==> src/paged_address_translator_macros.svh <==
// Assertion macros shared by the paged address translator RTL.
`ifndef PAGED_ADDRESS_TRANSLATOR_MACROS_SVH
`define PAGED_ADDRESS_TRANSLATOR_MACROS_SVH

`ifndef SYNTHESIS

`define PAT_ASSERT_IMPLIES(name, clk, rst, ante, cons) \
   name: assert property (@(posedge clk) disable iff (rst) (ante) |-> (cons)) \
      else $error("same-cycle implication violated");

`define PAT_ASSERT_NEXT(name, clk, rst, ante, cons) \
   name: assert property (@(posedge clk) disable iff (rst) (ante) |=> (cons)) \
      else $error("next-cycle implication violated");

`else

`define PAT_ASSERT_IMPLIES(name, clk, rst, ante, cons)

`define PAT_ASSERT_NEXT(name, clk, rst, ante, cons)

`endif

`endif

==> src/pat_pkg.sv <==
// Shared types and codes of the paged address translator.
package pat_pkg;

   localparam int unsigned OPCODE_W = 2;
   localparam int unsigned PID_W    = 6;
   localparam int unsigned PAGE_W   = 5;
   localparam int unsigned COUNT_W  = 6;
   localparam int unsigned FRAME_W  = 6;
   localparam int unsigned OFFSET_W = 6;
   localparam int unsigned STATUS_W = 3;
   localparam int unsigned ADDR_W   = 12;
   localparam int unsigned FREE_W   = 13;
   localparam int unsigned SIZE_W   = 7;
   localparam int unsigned CSR_IDX_W  = 2;
   localparam int unsigned CSR_DATA_W = 13;
   localparam int unsigned PROD_W   = FRAME_W + SIZE_W;

   localparam logic [ADDR_W-1:0] ADDR_MAX = '1;

   localparam logic [OPCODE_W-1:0] OP_ALLOCATE  = 2'd0;
   localparam logic [OPCODE_W-1:0] OP_MAP       = 2'd1;
   localparam logic [OPCODE_W-1:0] OP_TRANSLATE = 2'd2;

   localparam logic [STATUS_W-1:0] ST_OK       = 3'd0;
   localparam logic [STATUS_W-1:0] ST_FULL     = 3'd1;
   localparam logic [STATUS_W-1:0] ST_FRAME    = 3'd2;
   localparam logic [STATUS_W-1:0] ST_PROC     = 3'd3;
   localparam logic [STATUS_W-1:0] ST_PAGE     = 3'd4;
   localparam logic [STATUS_W-1:0] ST_OFFSET   = 3'd5;
   localparam logic [STATUS_W-1:0] ST_TOO_MANY = 3'd6;

   localparam logic [CSR_IDX_W-1:0] CSR_PAGE_SIZE     = 2'd0;
   localparam logic [CSR_IDX_W-1:0] CSR_PAGE_BUDGET   = 2'd1;
   localparam logic [CSR_IDX_W-1:0] CSR_FRAME_COUNT   = 2'd2;
   localparam logic [CSR_IDX_W-1:0] CSR_PROCESS_COUNT = 2'd3;

   typedef struct packed {
      logic [OPCODE_W-1:0] opcode;
      logic [PID_W-1:0]    process_id;
      logic [PAGE_W-1:0]   page_number;
      logic [COUNT_W-1:0]  pages_wanted;
      logic [FRAME_W-1:0]  frame_number;
      logic [OFFSET_W-1:0] page_offset;
   } req_type;

   typedef struct packed {
      logic [STATUS_W-1:0] status;
      logic [ADDR_W-1:0]   physical_address;
      logic [FREE_W-1:0]   free_pages;
   } rsp_type;

   // Outcome of the checks on one request, handed from the checker to the top.
   typedef struct packed {
      logic [STATUS_W-1:0] status;
      logic                held_we;
      logic [COUNT_W-1:0]  held_wdata;
      logic                frame_we;
      logic                free_we;
      logic [FREE_W-1:0]   free_wdata;
      logic                xlate_ok;
   } dec_type;

endpackage

==> src/pat_check.sv <==
// Request checks and state updates decided from the looked-up table entries.
module pat_check #(
   parameter int unsigned MAX_PROCESSES = 64,
   parameter int unsigned MAX_PAGES     = 32,
   parameter int unsigned RAM_FRAMES    = 64
) (
   input  pat_pkg::req_type                   req,
   input  logic [pat_pkg::SIZE_W-1:0]         page_size,
   input  logic [pat_pkg::SIZE_W-1:0]         frame_count,
   input  logic [pat_pkg::SIZE_W-1:0]         process_count,
   input  logic [pat_pkg::FREE_W-1:0]         free_count,
   input  logic [pat_pkg::COUNT_W-1:0]        pages_held,
   output pat_pkg::dec_type                   dec
);
   import pat_pkg::*;

   logic proc_ok;
   logic page_ok;
   logic frame_ok;

   assign proc_ok = ({1'b0, req.process_id} < process_count) &&
                    (32'(req.process_id) < MAX_PROCESSES);
   assign page_ok = ({1'b0, req.page_number} < pages_held) &&
                    (32'(req.page_number) < MAX_PAGES);
   assign frame_ok = ({1'b0, req.frame_number} < frame_count) &&
                     (32'(req.frame_number) < RAM_FRAMES);

   always_comb begin
      dec = '0;
      dec.status = ST_OK;
      dec.free_wdata = free_count - FREE_W'(req.pages_wanted);
      case (req.opcode)
         OP_ALLOCATE: begin
            if (!proc_ok) begin
               dec.status = ST_PROC;
            end else if (32'(req.pages_wanted) > MAX_PAGES) begin
               dec.status = ST_TOO_MANY;
               dec.held_we = 1'b1;
            end else if (FREE_W'(req.pages_wanted) > free_count) begin
               dec.status = ST_FULL;
               dec.held_we = 1'b1;
            end else begin
               dec.held_we = 1'b1;
               dec.held_wdata = req.pages_wanted;
               dec.free_we = 1'b1;
            end
         end
         OP_MAP: begin
            if (!proc_ok) begin
               dec.status = ST_PROC;
            end else if (!page_ok) begin
               dec.status = ST_PAGE;
            end else if (!frame_ok) begin
               dec.status = ST_FRAME;
            end else begin
               dec.frame_we = 1'b1;
            end
         end
         OP_TRANSLATE: begin
            if (!proc_ok) begin
               dec.status = ST_PROC;
            end else if (!page_ok) begin
               dec.status = ST_PAGE;
            end else if ({1'b0, req.page_offset} >= page_size) begin
               dec.status = ST_OFFSET;
            end else begin
               dec.xlate_ok = 1'b1;
            end
         end
         default: begin
            dec.status = ST_OK;
         end
      endcase
   end

endmodule

==> config.mk <==
export PLATFORM = sky130hd
export DESIGN_NAME = pat_check
export DESIGN_NICKNAME = d
export VERILOG_FILES = /design/src/paged_address_translator_macros.svh /design/src/pat_pkg.sv /design/src/pat_check.sv
export SDC_FILE = /design/constraint.sdc
export NUM_CORES = 1
export LEC_CHECK = 0
export ABC_AREA = 1
export BUFFER_PORTS_ARGS = -buffer_cell sky130_fd_sc_hd__buf_2
export CORE_MARGIN = 1
export CORE_UTILIZATION = 42
export DETAILED_ROUTE_END_ITERATION = 8
export PLACE_DENSITY = 0.95
export SYNTH_ARGS = -nofsm -noshare
export SYNTH_HDL_FRONTEND = slang
export SYNTH_SLANG_ARGS = --single-unit
==> constraint.sdc <==
create_clock -name vclk -period 2.15
set_clock_uncertainty 0.15 [all_clocks]
set_input_delay 0.3225 -clock vclk [all_inputs]
set_output_delay 0.3225 -clock vclk [all_outputs]
set_load 0.02 [all_outputs]
==> metrics.log <==
[metrics] max-slew violation count: 0
[metrics] Avg Cell Area, Syn: between 5 and 6 um2
[metrics] ratio of cells with drive above 1 in the final layout: 0.453
[metrics] min Tclk post-route: around 2200 ps
[metrics] # IOs: 97
[metrics] die outline height: ~57 um
[metrics] data arrival time of the worst path: about 1700 ps
[metrics] largest fanout on the critical path: 4
[metrics] initial detailed-routing violation count: 38
[metrics] layout clock buffer count: 0
[metrics] aggregate global routing overflow: 0
[metrics] number of warnings printed during yosys synthesis: 0
[metrics] area of the mapped netlist: around 0.0013 mm2
[metrics] switch share: 0.543
[metrics] Cells after DPL: roughly 370
[metrics] Net Count, Synth: ~320
[metrics] Via density: 4.87
[metrics] largest net degree at the start of global routing: 8
[metrics] total negative slack: -84.7 ps
[metrics] PD cells: between 200 and 250 mW/mm2
[metrics] Die Area: 0.00320 mm2
[metrics] leading area contributor after synthesis: sky130_fd_sc_hd__ha_1
[metrics] complex-gate fraction of the synthesized area: 0.0889
[metrics] post-detail-place hpwl: between 2000 and 3000 um
[metrics] fmax: approximately 450 MHz
[metrics] GPL Wtd Cong: approximately 0.79
[metrics] GRT Util Overall: 0.211
[metrics] synthesized instance count: 226
[metrics] FF/Latch Area: 0 um2
[metrics] post-layout total power: slightly above 500 uW
[metrics] initial standard-cell utilization of the core: 0.450
[metrics] static leakage: between 1 and 1.5 nW
[metrics] period utilisation layout: 1.03
[metrics] Relative slew margins: 0.841
[metrics] Setup-failing EPs final: 2
[metrics] number of max-cap violations: 0
[metrics] switching power: 278 uW
[metrics] number of endpoints with negative hold slack in the final report: 0
[metrics] number of distinct library cells after synthesis: 22
[metrics] type of the worst setup path: primary input to primary output
[metrics] area of the placeable core: around 0.0028 mm2
[metrics] mux cell area share after synthesis: 0
[metrics] number of flip-flops and latches: 0
[metrics] area share of and/or/nand/nor cells after synthesis: 0.407
[metrics] standard-cell row count: 19
[metrics] post-detailed-route wirelength per cell: 10.8 um
[metrics] proportion of power drawn by combinational gates: 1.000
[metrics] # DRC: 0
[metrics] area of all placed cells without fillers: around 0.0021 mm2
[metrics] xor and xnor fraction of the mapped netlist area: 0.0490
[metrics] vias in the first global route: approximately 1600
[metrics] transition time at the pin with the least slew margin: between 200 and 250 ps
[metrics] critical path launch point type: primary input
[metrics] share of synthesized area occupied by flip-flops and latches: 0
[metrics] remaining antenna violation count after routing: 0
[metrics] via count: 1806
[metrics] Tightest Hold Check Type: primary input to primary output
[metrics] instance area after placement: about 0.0019 mm2
[metrics] detailed-routing iteration count for the pre-antenna-repair pass: 4
[metrics] Area contributors post-synth: sky130_fd_sc_hd__ha_1, sky130_fd_sc_hd__inv_1, sky130_fd_sc_hd__nand2_1
[metrics] fraction of synthesized cell area taken by the top area cell type: 0.260
[metrics] synth-to-layout area growth: 70.3%
[metrics] violations in the final reports: setup timing
[metrics] antenna violations before repair: 0
[metrics] clock share of power: 0
[metrics] count of antenna diodes in the layout: 0
[metrics] data required time at the worst endpoint: approximately 1700 ps
[metrics] final wirelength: 4010 um
[metrics] Fin Hold WS: 817 ps
[metrics] quantity of I/O buffers inserted on ports: 97
[metrics] fill cell total of the finished layout: 210
[metrics] Internal Pwr Total: ~230 uW
[metrics] share of synthesized cell area in full adder, half adder and majority cells: 0.276
[metrics] main combinational cell family by area after synthesis: simple AND/OR/NAND/NOR gates
[metrics] crit end category: primary output
[metrics] leading cell types by count after synthesis: sky130_fd_sc_hd__inv_1, sky130_fd_sc_hd__nand2_1, sky130_fd_sc_hd__nor2_1, sky130_fd_sc_hd__ha_1, sky130_fd_sc_hd__nand3_1
[metrics] library cell with the highest instance count after synthesis: sky130_fd_sc_hd__inv_1
[metrics] post-cts hold buffer count: 0
[metrics] number of nets in the layout: 440
[metrics] first-pass GRT wire length: roughly 5700 um
[metrics] x dimension of the die: 56.6 um
[metrics] status: complete, but fails checks
[metrics] maximum ir drop on the vdd rail: 0.257 mV
[metrics] sequential cell fraction of total power: 0
[metrics] count of placed standard cells in the final layout, fillers left out: 371
[metrics] unrepaired setup endpoints after global routing: yes
[metrics] Setup WS post-layout: -60.2 ps
layout make-up:
class	count	area [um2]	share of cell area
inverter	60	230	0.108
multi-input combinational	166	1190	0.560
tap	31	38.8	0.0182
timing repair buffer	114	669	0.314
power by group through the flow:
stage	Sequential (mW)	Combinational, mW	Clock (mW)
2_1_floorplan	0	0.258	0
3_3_place_gp	0	0.421	0
3_5_place_dp	0	0.431	0
4_1_cts	0	0.449	0
5_1_grt	0	0.566	0
6_report	0	0.512	0
cell families after synthesis:
group,count (synthesis)
AO/OA/AOI/OAI,20
buffers and inverters,60
AND/OR/NAND/NOR,112
XOR/XNOR,7
adder cells (fa/ha/maj),27
layer usage:
layer / global-route usage / wire length (um)
met5: 0 / 0
met3: 0.0184 / 238
met1: 0.223 / 1530
met4: 0.00697 / 49
met2: 0.455 / 2190
stage by stage:
step | util | setup slack, ps
after floorplan | - | 14.4
after global placement | 0.677 | -165
after detailed placement | 0.677 | -218
after CTS | 0.700 | -72.8
after global routing | 0.767 | -149
final | 0.767 | -60.2
critical path, stage by stage:
cell and delay, ps:
sky130_fd_sc_hd__buf_2 120, sky130_fd_sc_hd__ha_4 130, sky130_fd_sc_hd__inv_2 40, sky130_fd_sc_hd__fa_2 350, sky130_fd_sc_hd__nand3_2 80, sky130_fd_sc_hd__nand3_2 80, sky130_fd_sc_hd__nand3_2 110, sky130_fd_sc_hd__nand3_4 90
sky130_fd_sc_hd__or2_1 240, sky130_fd_sc_hd__nand2_2 70, sky130_fd_sc_hd__buf_6 110
worst paths after layout:
| check | slack, ps | to | from | cells past startpoint |
|---|---|---|---|---|
| worst max-delay path | -60 | dec[13] | req[12] | 11 |
| worst min-delay path | 820 | dec[13] | free_count[12] | 4 |
placed cells by master, fill, tap and decap left out, types with 4 or more instances in the layout:
master                    count
sky130_fd_sc_hd__a21oi_1      8
sky130_fd_sc_hd__buf_2       82
sky130_fd_sc_hd__buf_4       27
sky130_fd_sc_hd__buf_6        5
sky130_fd_sc_hd__ha_1        18
sky130_fd_sc_hd__ha_4         8
sky130_fd_sc_hd__inv_1       52
sky130_fd_sc_hd__inv_2        6
sky130_fd_sc_hd__nand2_1     47
sky130_fd_sc_hd__nand2_2      7
sky130_fd_sc_hd__nand3_1     10
sky130_fd_sc_hd__nand3_2      4
sky130_fd_sc_hd__nand4_1      4
sky130_fd_sc_hd__nor2_1      25
sky130_fd_sc_hd__nor2_2       4
sky130_fd_sc_hd__xor2_1       4
what timing repair did:
item,in CTS,in global routing
pin swaps,5,12
cloned,0,0
gates resized for setup,15,41
buffers inserted,1,3
setup endpoints to repair,11,19
No activity file was read; power rests on OpenSTA's default activity.
